## config.mk

```make
export PLATFORM = sky130hd
export DESIGN_NAME = silence_gap_segmenter_top
export DESIGN_NICKNAME = d
export VERILOG_FILES = /design/src/rtl/sgs_pkg.sv /design/src/rtl/sgs_regs.sv /design/src/rtl/silence_gap_segmenter_top.sv
export SDC_FILE = /design/constraint.sdc
export NUM_CORES = 1
export LEC_CHECK = 0
export BUFFER_PORTS_ARGS = -buffer_cell sky130_fd_sc_hd__buf_2
export CORE_MARGIN = 3
export CORE_UTILIZATION = 40
export CTS_CLUSTER_DIAMETER = 40
export DETAILED_ROUTE_END_ITERATION = 10
export PLACE_DENSITY = 0.67
export SLEW_MARGIN = 20
export SYNTH_ARGS = -nofsm -noshare
export SYNTH_HDL_FRONTEND = slang
export SYNTH_SLANG_ARGS = --single-unit
```

## constraint.sdc

```tcl
create_clock -name clk -period 15.5 [get_ports clk]
set_clock_uncertainty 0.05 [all_clocks]
set_input_delay 3.875 -clock clk [delete_from_list [all_inputs] [get_ports clk]]
set_output_delay 3.875 -clock clk [all_outputs]
set_load 0.005 [all_outputs]
```

## src/rtl/sgs_pkg.sv

```systemverilog
// Shared types and constants for the silence gap segmenter.
// Used by sgs_regs, silence_gap_segmenter_top and tb_top; it depends on nothing else.
`default_nettype none

package sgs_pkg;

	// Width of the internal byte position and length arithmetic.
	localparam int POS_W = 32;
	// Width of the position and length result fields.
	localparam int OUT_W = 32;
	// Width used to compare a segment length against the minimum length.
	localparam int CMP_W = (POS_W > OUT_W) ? POS_W : OUT_W;

	// Configuration port geometry.
	localparam int ADDR_W = 4;
	localparam int DATA_W = 32;

	// Register reset values.
	localparam logic [7:0]  SENSITIVITY_RST     = 8'd3;
	localparam logic [15:0] SILENCE_RUN_RST     = 16'd500;
	localparam logic [31:0] MIN_LENGTH_RST      = 32'd8000;
	localparam logic [3:0]  BYTES_PER_FRAME_RST = 4'd2;

	typedef logic [POS_W-1:0] pos_t;

	// Register indexes, one word apart on the configuration port.
	typedef enum logic [1:0] {
		REG_SENSITIVITY,
		REG_SILENCE_RUN,
		REG_MIN_LENGTH,
		REG_BYTES_PER_FRAME
	} sgs_reg_t;

	// Effective configuration handed from the register file to the datapath.
	typedef struct packed {
		logic [7:0]  sensitivity;
		logic [15:0] run;        // silence run, zero already mapped to one
		logic [31:0] min_length;
		logic [3:0]  bpf;        // bytes per frame, zero already mapped to one
		pos_t        adjust;     // bpf minus run * bpf, modulo 2^POS_W
	} sgs_cfg_t;

endpackage

`default_nettype wire

```

## src/rtl/sgs_regs.sv

```systemverilog
// Configuration register file of the silence gap segmenter with its APB-style port.
// Depends on sgs_pkg for the register indexes, reset values and the sgs_cfg_t struct.
`default_nettype none

module sgs_regs import sgs_pkg::*; (
	input  wire logic              clk,
	input  wire logic              arst_n,
	input  wire logic              psel,
	input  wire logic              penable,
	input  wire logic              pwrite,
	input  wire logic [ADDR_W-1:0] paddr,
	input  wire logic [DATA_W-1:0] pwdata,
	output logic      [DATA_W-1:0] prdata,
	output sgs_cfg_t               cfg
);

	logic [7:0]  sensitivity_q;
	logic [15:0] silence_run_q;
	logic [31:0] min_length_q;
	logic [3:0]  bytes_per_frame_q;
	pos_t        adjust_q;

	sgs_reg_t    reg_idx;
	logic        wr_en;
	logic [15:0] run_eff;
	logic [3:0]  bpf_eff;
	logic [19:0] back_bytes;

	assign reg_idx = sgs_reg_t'(paddr[ADDR_W-1:2]);
	assign wr_en   = psel && penable && pwrite;

	// Register writes complete in the access phase of a transaction.
	always_ff @(posedge clk or negedge arst_n) begin
		if (!arst_n) begin
			sensitivity_q     <= SENSITIVITY_RST;
			silence_run_q     <= SILENCE_RUN_RST;
			min_length_q      <= MIN_LENGTH_RST;
			bytes_per_frame_q <= BYTES_PER_FRAME_RST;
		end else if (wr_en) begin
			case (reg_idx)
				REG_SENSITIVITY:     sensitivity_q     <= pwdata[7:0];
				REG_SILENCE_RUN:     silence_run_q     <= pwdata[15:0];
				REG_MIN_LENGTH:      min_length_q      <= pwdata[31:0];
				REG_BYTES_PER_FRAME: bytes_per_frame_q <= pwdata[3:0];
				default: ;
			endcase
		end
	end

	// Read data is the raw register contents.
	always_comb begin
		case (reg_idx)
			REG_SENSITIVITY:     prdata = DATA_W'(sensitivity_q);
			REG_SILENCE_RUN:     prdata = DATA_W'(silence_run_q);
			REG_MIN_LENGTH:      prdata = DATA_W'(min_length_q);
			REG_BYTES_PER_FRAME: prdata = DATA_W'(bytes_per_frame_q);
			default:             prdata = '0;
		endcase
	end

	// A zero silence run or frame size behaves as one.
	assign run_eff    = (silence_run_q == 16'd0) ? 16'd1 : silence_run_q;
	assign bpf_eff    = (bytes_per_frame_q == 4'd0) ? 4'd1 : bytes_per_frame_q;
	assign back_bytes = 20'(run_eff) * 20'(bpf_eff);

	// Length correction for a segment closed by silence: one more frame,
	// minus the trailing silence run. Registered to keep the multiply
	// off the datapath.
	always_ff @(posedge clk or negedge arst_n) begin
		if (!arst_n) begin
			adjust_q <= pos_t'(BYTES_PER_FRAME_RST)
				- pos_t'(20'(SILENCE_RUN_RST) * 20'(BYTES_PER_FRAME_RST));
		end else begin
			adjust_q <= pos_t'(bpf_eff) - pos_t'(back_bytes);
		end
	end

	assign cfg.sensitivity = sensitivity_q;
	assign cfg.run         = run_eff;
	assign cfg.min_length  = min_length_q;
	assign cfg.bpf         = bpf_eff;
	assign cfg.adjust      = adjust_q;

endmodule

`default_nettype wire

```

## src/rtl/silence_gap_segmenter_top.sv

```systemverilog
// Top level of the silence gap segmenter: input register, segment tracking and result register.
// Depends on sgs_pkg and instantiates sgs_regs for the configuration port.
`default_nettype none

// The segmenter takes one audio frame per transaction (its deciding byte and an
// end-of-data flag) and reports each finished segment as one result transaction
// with its byte start, byte length, a kept flag against the minimum length and a
// flag telling whether end of data closed it. It accepts one frame in every clock
// cycle while the result register is free or being read out; a frame's result, when
// it has one, passes from an input register through the segment logic into a result
// register. in_ready follows out_ready combinationally when both registers hold
// data. After the frame marked end of data, further frames are taken and dropped
// until reset. Write the configuration registers only while no frame is in flight.

module silence_gap_segmenter_top import sgs_pkg::*; (
	input  wire logic              clk,
	input  wire logic              arst_n,
	// Configuration port.
	input  wire logic              psel,
	input  wire logic              penable,
	input  wire logic              pwrite,
	input  wire logic [ADDR_W-1:0] paddr,
	input  wire logic [DATA_W-1:0] pwdata,
	output logic      [DATA_W-1:0] prdata,
	output logic                   pready,
	// Frame input.
	input  wire logic              in_valid,
	output logic                   in_ready,
	input  wire logic [7:0]        sample_byte,
	input  wire logic              end_of_data,
	// Segment output.
	output logic                   out_valid,
	input  wire logic              out_ready,
	output logic      [OUT_W-1:0]  segment_start,
	output logic      [OUT_W-1:0]  segment_length,
	output logic                   segment_kept,
	output logic                   final_segment
);

	sgs_cfg_t cfg;

	// Input register.
	logic       valid_s1;
	logic [7:0] sample_s1;
	logic       eod_s1;

	// Segment state.
	logic [7:0]  prev_q;
	logic        active_q;
	logic [15:0] quiet_cnt_q;
	pos_t        pos_q;
	pos_t        begin_q;
	pos_t        seg_len_q;
	logic        finished_q;

	// Result register.
	logic             out_valid_q;
	logic [OUT_W-1:0] start_q;
	logic [OUT_W-1:0] length_q;
	logic             kept_q;
	logic             final_q;

	logic        advance;
	logic [7:0]  diff;
	logic        quiet;
	pos_t        bpf_pos;
	pos_t        pos_next;
	pos_t        len_grow;
	pos_t        len_close;
	logic [15:0] quiet_inc;

	logic        active_n;
	logic [15:0] quiet_cnt_n;
	pos_t        begin_n;
	pos_t        seg_len_n;
	logic        emit;
	logic        emit_final;
	pos_t        emit_len;

	sgs_regs u_regs (
		.clk     (clk),
		.arst_n  (arst_n),
		.psel    (psel),
		.penable (penable),
		.pwrite  (pwrite),
		.paddr   (paddr),
		.pwdata  (pwdata),
		.prdata  (prdata),
		.cfg     (cfg)
	);

	assign pready = 1'b1;

	// The frame in the input register moves on when the result register is free or is being read out.
	assign advance  = valid_s1 && (!out_valid_q || out_ready);
	assign in_ready = !valid_s1 || advance;

	always_ff @(posedge clk or negedge arst_n) begin
		if (!arst_n) begin
			valid_s1 <= 1'b0;
		end else if (in_ready) begin
			valid_s1 <= in_valid;
		end
	end

	always_ff @(posedge clk) begin
		if (in_valid && in_ready) begin
			sample_s1 <= sample_byte;
			eod_s1    <= end_of_data;
		end
	end

	// Quiet detection against the previous frame's byte.
	assign diff  = (sample_s1 > prev_q) ? (sample_s1 - prev_q) : (prev_q - sample_s1);
	assign quiet = diff < cfg.sensitivity;

	// Position and running segment length for this frame.
	assign bpf_pos   = pos_t'(cfg.bpf);
	assign pos_next  = pos_q + bpf_pos;
	assign len_grow  = seg_len_q + bpf_pos;
	assign len_close = seg_len_q + cfg.adjust;

	// The quiet counter saturates rather than wrapping.
	assign quiet_inc = !quiet ? 16'd0 : ((quiet_cnt_q == 16'hFFFF) ? quiet_cnt_q
		: quiet_cnt_q + 16'd1);

	// Segment open and close decisions.
	always_comb begin
		active_n    = active_q;
		quiet_cnt_n = quiet_cnt_q;
		begin_n     = begin_q;
		seg_len_n   = seg_len_q;
		emit        = 1'b0;
		emit_final  = 1'b0;
		emit_len    = len_close;
		if (!active_q) begin
			if (!quiet) begin
				active_n    = 1'b1;
				begin_n     = pos_q;
				quiet_cnt_n = 16'd0;
				seg_len_n   = bpf_pos;
			end
		end else begin
			quiet_cnt_n = quiet_inc;
			seg_len_n   = len_grow;
			if (quiet_inc >= cfg.run) begin
				emit        = 1'b1;
				active_n    = 1'b0;
				quiet_cnt_n = 16'd0;
			end
		end
		// End of data closes any segment still open at the end of this frame.
		if (eod_s1) begin
			if (active_n && !emit) begin
				emit       = 1'b1;
				emit_final = 1'b1;
				emit_len   = seg_len_n;
			end
			active_n    = 1'b0;
			quiet_cnt_n = 16'd0;
		end
	end

	// Segment state update; frames after end of data leave it untouched.
	always_ff @(posedge clk or negedge arst_n) begin
		if (!arst_n) begin
			prev_q      <= 8'd0;
			active_q    <= 1'b0;
			quiet_cnt_q <= 16'd0;
			pos_q       <= '0;
			begin_q     <= '0;
			seg_len_q   <= '0;
			finished_q  <= 1'b0;
		end else if (advance && !finished_q) begin
			prev_q      <= sample_s1;
			active_q    <= active_n;
			quiet_cnt_q <= quiet_cnt_n;
			pos_q       <= pos_next;
			begin_q     <= begin_n;
			seg_len_q   <= seg_len_n;
			finished_q  <= eod_s1;
		end
	end

	// Result register.
	always_ff @(posedge clk or negedge arst_n) begin
		if (!arst_n) begin
			out_valid_q <= 1'b0;
		end else if (advance) begin
			out_valid_q <= emit && !finished_q;
		end else if (out_ready) begin
			out_valid_q <= 1'b0;
		end
	end

	always_ff @(posedge clk) begin
		if (advance) begin
			start_q  <= OUT_W'(begin_n);
			length_q <= OUT_W'(emit_len);
			kept_q   <= CMP_W'(emit_len) >= CMP_W'(cfg.min_length);
			final_q  <= emit_final;
		end
	end

	assign out_valid      = out_valid_q;
	assign segment_start  = start_q;
	assign segment_length = length_q;
	assign segment_kept   = kept_q;
	assign final_segment  = final_q;

	// Nothing new is reported once end of data has been processed.
	a_no_result_after_end: assert property (@(posedge clk) disable iff (!arst_n)
		finished_q && advance |=> !out_valid_q)
		else $error("result produced after end of data");

	// A segment reported as closed by end of data implies the finished state.
	a_final_implies_finished: assert property (@(posedge clk) disable iff (!arst_n)
		out_valid_q && final_q |-> finished_q)
		else $error("final segment reported without end of data");

	// The quiet counter only runs inside an open segment.
	a_quiet_only_active: assert property (@(posedge clk) disable iff (!arst_n)
		!active_q |-> quiet_cnt_q == 16'd0)
		else $error("quiet counter nonzero while seeking");

endmodule

`default_nettype wire

```

==> impl_metrics.toml, run 1 <==
[outcome]
status = "complete, no violations"

[power_and_ir_drop]
peakVddDrop_uv = 167.9
power_frac_clock_pct = 22.8
internal_power_mw = 2.705
p_seq_share_pct = 23.1
power.switching_mw = 2.129
p_sw_share_pct = 44.04
total_power_mw = 4.834
combPwrFrac_pct = 54.1
p_leak_nw = 9.826
powerDensity_mw_per_mm2 = 226.7

[worst_hold_path]
hp-class = "register to register"

[yosys]
syn_nets = 2181
synth_edf_count = 75
ys_seq_area_share_pct = 40.49
synth_area_mm2 = 0.01832
ys_types = 78
syn_avg_cell_area_um2 = 9.434
syn_inst = 1942
ys.flop_type = "dfrtp_1"
synth_seq_cells = 280
async_flop_share_pct = 73.21
yosysWarnings = 0

[die]
core-area_mm2 = 0.04470
fp-row-count = 77
die_h_um = 220.0
num_io_pins = 153
die_area_mm2 = 0.04841
die_w_um = 220.0
start_util_pct = 40.98

[detailed_routing]
drc_errors = 0
vias = 14823
wl_per_cell_um = 17.91
drt-initial-drc-count = 936
vias_per_cell = 5.470
ant_nets = 0
routed_wl_um = 48520
first_pass_iters = 6

[sta]
final_max_slew_viol_count = 0
max_slew_margin_pct = 32.56
period_share_pct = 58.78
setup-tns-final_ps = 0
layout_setup_ws_ps = 6388
hold_viol_final = 0
tightest_slew_ps = 1012
fmax_mhz = 109.8
finalCriticalPeriod_ps = 9112
rsz0062_at_grt = "false"
setup_violations = 0

[finish]
drive_above_1_share_pct = 17.05
fin_nets = 2314
syn_to_final_growth_pct = 16.40
nFillCells = 4235

[grt]
grt_max_degree = 73
antenna_found_initial = 1
grt.total_usage_pct = 20.28
grt_pass1_vias = 14664
grt_pass1_wl_um = 77890
grt_overflow = 0

[clock_tree]
cts_setup_buffers = 0
clockBufferDepth = 3
clock_sinks = 280
cts_tree = "built"
htree_levels = 2
cts-buffers-inserted = 50
clk_pin_slew_worst_paths_ps = 50
postCtsResizedCells = 0
ctsHoldBuffers = 0
cts-root-buf = "clkbuf_16"
insertion_delay_ps = 600

[place]
placement.io_buffers = 149
gp_congestion = 0.8784
dpl_worst_slack_ps = 5996
hpwlAfterDp_um = 35720

[critical_path]
critPathArrivalTime_ps = 5190
cp-start-kind = "input port"
endpoint_kind = "primary output"
rrSetupSlack_ps = 6440
required_ps = 11580
path_max_fanout = 14
critPathKind = "input port to primary output"

[flow_run]
maxCapViolCount = 0
-- layout make-up --
type                    instances  area, um2  area share, %
clock buffers                  51       1255          5.885
flip-flops and latches        280       7418          34.79
inverters                     121      454.2          2.130
well taps                     592      740.7          3.473
diodes                          1      2.502        0.01173
clock inverters                43      439.2          2.059
multi-input cells            1459      10160          47.62
repair buffers                163      859.6          4.031
-- sequential cells by signal, summed over array words and instances (netlist names), 4 cells and up --
signal and cells:
seg_len_q 32, begin_q 32, pos_q 32, u_regs.adjust_q 21, segment_length 32, u_regs.sensitivity_q 8
prev_q 8, u_regs.min_length_q 32, u_regs.silence_run_q 16, quiet_cnt_q 16, sample_s1 8, segment_start 32
u_regs.bytes_per_frame_q 4
-- critical path, stage by stage --
cell	delay (ps)
buf_2	350
nor2b_1	610
a22o_1	230
buf_2	110
-- Yosys cell counts, types with 24 or more instances --
library cell  instances  area share (%)
a21o_1               49             2.0
a21oi_1             106             2.9
and2_1               32             1.1
and3_1               25            0.85
clkbuf_1             70             1.4
dfrtp_1             176              24
dfstp_2              29             4.2
edfxtp_1             75              12
fa_1                 35             3.8
ha_1                152              10
inv_1               119             2.4
mux2_2               54             3.3
nand2_1             321             6.6
nand3_1              42             1.1
nand4_1              24            0.82
nor2_1              100             2.0
o21ai_0             170             4.6
xnor2_1              64             3.1
xor2_1               34             1.6
-- per-layer routing --
layer	track usage [%]	vias to the layer above	part of all wire, %
li1	-	7113	-
met1	26.02	7188	43
met2	34.46	433	48
met3	3.806	89	5.9
met4	6.911	0	3.0
met5	0	-	0
-- power by group through the flow --
stage               logic (mW)  clock network, mW  registers (mW)
floorplan                 1.90                  0            1.09
global placement          2.54                  0            1.13
detailed placement        2.61                  0            1.13
CTS                       2.62               1.13            1.12
global route              2.96               1.16            1.14
finish                    2.62               1.10            1.12
-- worst paths after layout --
check,startpoint,to,depth (start not counted)
worst max-delay path,paddr[2],prdata[8],4
worst min-delay path,begin_q[1]$_DFFE_PN0P_,begin_q[1]$_DFFE_PN0P_,2
worst max register to register,sample_s1[0]$_DFFE_PP_,segment_kept$_DFFE_PP_,36
worst min register to register,begin_q[1]$_DFFE_PN0P_,begin_q[1]$_DFFE_PN0P_,2
max in group asynchronous,arst_n,quiet_cnt_q[9]$_DFFE_PN0P_,2
min in group asynchronous,arst_n,prev_q[4]$_DFFE_PN0P_,1
-- per-stage QoR --
stage | hold slack [ps] | area, um2 | utilization, % | instances
final | 430.5 | 21330 | 47.70 | 2710
after global routing | 462.7 | 21320 | 47.70 | 2709
after CTS | 433.4 | 21320 | 47.69 | 2709
after detailed placement | 420.9 | 19620 | 43.90 | 2615
after global placement | 412.9 | 19620 | 43.90 | 2615
after floorplan | 399.7 | 18320 | - | 1942
-- cells in the final DEF (no fill, tap or decap), drive strengths merged, types with 6 or more instances in the layout --
cell,n
o21ai,172
dfrtp,176
a31oi,18
a21o,49
nand3,43
buf,162
clkinv,12
edfxtp,75
nor2,101
mux2i,21
o31ai,11
and2,32
nand4,24
clkinvlp,8
a22o,19
and4,11
inv,141
or3,13
ha,152
fa,35
nor3,18
dfstp,29
nand2,321
mux2,54
a21oi,107
a211oi,11
and3,25
o21bai,6
xnor2,64
xor2,34
clkbuf,52
nor2b,16
o21a,11
nand2b,12
a41oi,6
-- logic make-up (layout without fill, tap and decap cells) --
group                    Yosys count  in the layout  synth area share (%)
AO/OA/AOI/OAI                    456            456                 15.35
XOR/XNOR                          98             98                 4.685
adder cells (fa/ha/maj)          187            187                 14.20
buffers and inverters            203            378                 4.214
flip-flops                       280            280                 40.49
multiplexers                      79             79                 4.958
other                              1              2               0.02047
AND/OR/NAND/NOR                  638            638                 16.08
Power figures use the tool's default switching activity.
==> run 2, diff against run 1 <==
clock period = 8.8 ns   (was 15.5 ns; I/O delays follow)
==> impl_metrics.toml, run 2 (synthesized netlist as in run 1, its figures left out) <==
[critical_path]
required_ps = 9090
endpoint_kind = "register"
path_max_fanout = 14
critPathKind = "register to register"
cp-start-kind = "register"
path_buf_inv = 5
critPathArrivalTime_ps = 8500
max_stage_delay_ps = 410
crit_slowest_cell = "edfxtp_1"
cp_top_family = "compound AO/OA/AOI/OAI gates"

[finish]
stdcell_area_mm2 = 0.02148
syn_to_final_growth_pct = 17.24
drive_above_1_share_pct = 17.18
layout_common_cells = "nand2_1, dfrtp_1, o21ai_0, ha_1, buf_2"
fin_nets = 2319
final_common_cell = "nand2_1"
nFillCells = 4168

[clock_tree]
cts-buffers-inserted = 52
clock_sinks = 280
ctsHoldBuffers = 0
clk_pin_slew_worst_paths_ps = 60
insertion_delay_ps = 600
htree_levels = 2
postCtsResizedCells = 0
cts_tree = "built"
cts_setup_buffers = 0
cts-root-buf = "clkbuf_16"
clockBufferDepth = 3

[outcome]
status = "complete, no violations"

[detailed_routing]
first_pass_iters = 5
vias = 14863
ant_nets = 0
wl_per_cell_um = 18.09
routed_wl_um = 49140
drc_errors = 0
drt-initial-drc-count = 965
vias_per_cell = 5.470

[sta]
max_slew_margin_pct = 30.83
hold_viol_final = 0
setup_violations = 0
period_share_pct = 93.28
rsz0062_at_grt = "false"
final_max_slew_viol_count = 0
holdWs_ps = 433.3
setup-tns-final_ps = 0
tightest_slew_ps = 1038
finalCriticalPeriod_ps = 8209
fmax_mhz = 121.8

[grt]
antenna_found_initial = 1
grt_pass1_vias = 14758
grt_pass1_wl_um = 79270
grt_max_degree = 83
grt_overflow = 0
grt.total_usage_pct = 20.58

[power_and_ir_drop]
internal_power_mw = 4.916
powerDensity_mw_per_mm2 = 405.2
power.switching_mw = 3.788
total_power_mw = 8.704
p_leak_nw = 9.912
peakVddDrop_uv = 271.6
p_seq_share_pct = 22.9
power_frac_clock_pct = 23.6
p_sw_share_pct = 43.52
combPwrFrac_pct = 53.5

[die]
die_w_um = 220.0
die_area_mm2 = 0.04841
die_h_um = 220.0
num_io_pins = 153
start_util_pct = 40.98
core-area_mm2 = 0.04470
fp-row-count = 77

[place]
placed_area_mm2 = 0.01966
gp_congestion = 0.9205
placement.io_buffers = 149
hpwlAfterDp_um = 36020

[flow_run]
maxCapViolCount = 0

[worst_hold_path]
hp-class = "register to register"
run 2: changes by cell type in the layout (fill, tap and decap cells not counted):
cell	change
buf_12	+1
buf_4	+2
bufinv_16	+1
clkbuf_1	+1
clkbuf_16	+4
clkbuf_8	+2
clkinv_1	+2
clkinv_4	+3
clkinvlp_4	-3
inv_4	-1
inv_6	-4
inv_8	-1
run 2: worst reg2reg max path, delay by kind of cell, from the launching register on:
family	cells	cell delay, ps
and+or+nand+nor	5	950
DFF	1	410
muxes	2	800
buffers and inverters	5	820
adders and majority gates	5	1410
AOI/OAI and AO/OA	19	3320
xor gates and xnor gates	1	210
run 2: path summary, 6_finish.rpt:
| kind | start | cells after the start | slack (ps) | endpoint |
|---|---|---|---|---|
| max | sample_s1[0]$_DFFE_PP_ | 37 | 590 | segment_kept$_DFFE_PP_ |
| min | begin_q[30]$_DFFE_PN0P_ | 2 | 430 | begin_q[30]$_DFFE_PN0P_ |
| max reg2reg | sample_s1[0]$_DFFE_PP_ | 37 | 590 | segment_kept$_DFFE_PP_ |
| min reg2reg | begin_q[30]$_DFFE_PN0P_ | 2 | 430 | begin_q[30]$_DFFE_PN0P_ |
| max in group asynchronous | arst_n | 2 | 5630 | u_regs.min_length_q[17]$_DFFE_PN0P_ |
| min in group asynchronous | arst_n | 1 | 1580 | prev_q[5]$_DFFE_PN0P_ |
run 2: power by group through the flow:
stage               Combinational (mW)  Clock, mW  Sequential [mW]
global route                      5.24       2.16             2.03
finish                            4.66       2.05             1.99
global placement                  4.47          0             2.00
CTS                               4.65       2.10             1.99
detailed placement                4.62          0             2.01
floorplan                         3.34          0             1.92
run 2: layout make-up:
class	instances	area (um2)	share of cell area (%)
clock buffer	58	1386	6.454
timing repair buffer	166	894.6	4.165
multi-input combinational	1459	10160	47.28
antenna	1	2.502	0.01165
clock inverter	40	427.9	1.992
inverter	121	454.2	2.114
tap	592	740.7	3.448
sequential	280	7418	34.54
run 2: per-layer routing:
layer	global-route usage, %	wire [um]	vias up
met5	0	0	-
met3	3.820	2727	92
met4	6.976	1467	0
li1	-	-	7122
met1	27.05	21430	7236
met2	34.25	23510	413
run 2: stage by stage:
step	instances	worst slack, ps	util (%)
floorplan	1942	1339	-
global placement	2618	679.7	43.98
detailed placement	2618	592.2	43.98
CTS	2716	555.4	48.04
global route	2717	79.57	48.05
finish	2717	591.2	48.05
==> run 3, diff against run 2 <==
CAP_MARGIN = 20   (was not set)
CORE_UTILIZATION = 25   (was 40)
PLACE_DENSITY = 0.5   (was 0.67)
==> impl_metrics.toml, run 3 (synthesized netlist as in run 1, its figures left out) <==
[critical_path]
path_buf_inv = 3
r2r_end = "segment_kept$_DFFE_PP_"
cp-startpoint = "sample_s1[0]$_DFFE_PP_"
r2r-start = "sample_s1[0]$_DFFE_PP_"
cp-endpoint = "segment_kept$_DFFE_PP_"
rr_worst_depth = 33
cp.depth = 33
max_stage_delay_ps = 630
rrSetupSlack_ps = 580
endpoint_kind = "register"
critPathKind = "register to register"
required_ps = 9110
cp_top_family = "compound AO/OA/AOI/OAI gates"
critPathArrivalTime_ps = 8530
path_max_fanout = 12
crit_slowest_cell = "o21ai_0"
cp-start-kind = "register"

[clock_tree]
clockBufferDepth = 3
clk_pin_slew_worst_paths_ps = 60
insertion_delay_ps = 620
clock_sinks = 280
ctsHoldBuffers = 0
htree_levels = 2
cts_tree = "built"
cts-buffers-inserted = 58
cts-root-buf = "clkbuf_16"
cts_setup_buffers = 0

[detailed_routing]
vias = 14917
vias_per_cell = 4.828
drt-initial-drc-count = 1058
wl_per_cell_um = 17.67
routed_wl_um = 54590
first_pass_iters = 5
drc_errors = 0
ant_nets = 0

[outcome]
status = "complete, no violations"

[grt]
grt_pass1_wl_um = 86530
grt.total_usage_pct = 14.09
grt_pass1_vias = 15217
grt_max_degree = 95
grt_overflow = 0
antenna_found_initial = 4

[sta]
fmax_mhz = 121.6
max_slew_margin_pct = 37.13
rsz0062_at_grt = "false"
setup-tns-final_ps = 0
setup_violations = 0
tightest_slew_ps = 943.0
finalCriticalPeriod_ps = 8223
final_max_slew_viol_count = 0
hold_viol_final = 0
period_share_pct = 93.44

[finish]
syn_to_final_growth_pct = 20.98
drive_above_1_share_pct = 17.82
finalNonFillerCells = 3090
layout_common_cells = "nand2_1, dfrtp_1, o21ai_0, ha_1, buf_2"
nFillCells = 7482
final_common_cell = "nand2_1"
fin_nets = 2330

[die]
die_w_um = 276.7
num_io_pins = 153
fp-row-count = 98
die_h_um = 276.7
start_util_pct = 25.41
core-area_mm2 = 0.07210
die_area_mm2 = 0.07657

[worst_hold_path]
hp-class = "register to register"

[place]
hpwlAfterDp_um = 40590
placed_cells = 2981
gp_congestion = 0.8519
placement.io_buffers = 149

[power_and_ir_drop]
powerDensity_mw_per_mm2 = 404.2
p_leak_nw = 10.02
peakVddDrop_uv = 228.4

[flow_run]
maxCapViolCount = 0
==> run 3: cell count changes in the layout (fill, tap and decap cells not counted), sizes merged <==
cell	previous run	this run
buf	165	170
clkinv	17	16
clkbuf	59	66
diode	1	2
clkinvlp	5	8
==> run 3: how the worst min path moves through the flow <==
stage,slack (ps),from,depth (start not counted),to
after floorplan,400,begin_q[11]$_DFFE_PN0P_,2,begin_q[11]$_DFFE_PN0P_
after global placement,410,begin_q[11]$_DFFE_PN0P_,2,begin_q[11]$_DFFE_PN0P_
after detailed placement,420,begin_q[1]$_DFFE_PN0P_,2,begin_q[1]$_DFFE_PN0P_
after CTS,430,begin_q[1]$_DFFE_PN0P_,2,begin_q[1]$_DFFE_PN0P_
after global routing,460,begin_q[28]$_DFFE_PN0P_,1,begin_q[28]$_DFFE_PN0P_
final,430,begin_q[1]$_DFFE_PN0P_,2,begin_q[1]$_DFFE_PN0P_
==> run 3: tightest hold or removal path, delay by kind of cell (launching register included) <==
family          cells  cell delay (ps)
flops               1              340
simple gates        1               40
compound gates      1               60
==> run 3: timing repair <==
action	4_1_cts	5_1_grt
resized for setup	0	1
endpoints found under the setup margin	0	1
endpoints found under the hold margin	0	0
==> run 3: area by class of cell <==
class | instances | area [um2] | area share [%]
multi-input cells | 1459 | 10160 | 45.84
well taps | 950 | 1189 | 5.363
clock inverters | 42 | 467.9 | 2.111
repair buffers | 171 | 932.1 | 4.205
diodes | 2 | 5.005 | 0.02258
flip-flops and latches | 280 | 7418 | 33.47
clock buffers | 65 | 1539 | 6.943
inverters | 121 | 454.2 | 2.049
==> run 3: per-stage QoR <==
stage | total power [mW] | worst slack (ps) | utilization, % | hold slack (ps) | instance area (um2)
floorplan | 5.263 | 1339 | - | 399.7 | 18320
global placement | 6.674 | 556.9 | 27.94 | 413.2 | 20150
detailed placement | 6.771 | 477.1 | 27.95 | 420.9 | 20150
CTS | 9.067 | 488.1 | 30.73 | 432.4 | 22160
global route | 9.754 | 53.66 | 30.74 | 464.8 | 22160
finish | 8.960 | 577.0 | 30.74 | 426.3 | 22170
==> run 3: layer usage <==
metal / part of all wire, % / global-route usage, % / routed length [um]
met1: 45 / 18.13 / 24430
met2: 47 / 23.65 / 25900
met3: 4.7 / 2.782 / 2580
met4: 3.0 / 4.755 / 1653
met5: 0.049 / 0 / 27
==> run 3: power by group <==
group / switching [mW] / internal [mW]
Sequential: 0.201 / 1.77
Combinational: 2.88 / 1.89
Clock: 0.818 / 1.40
Total: 3.90 / 5.06
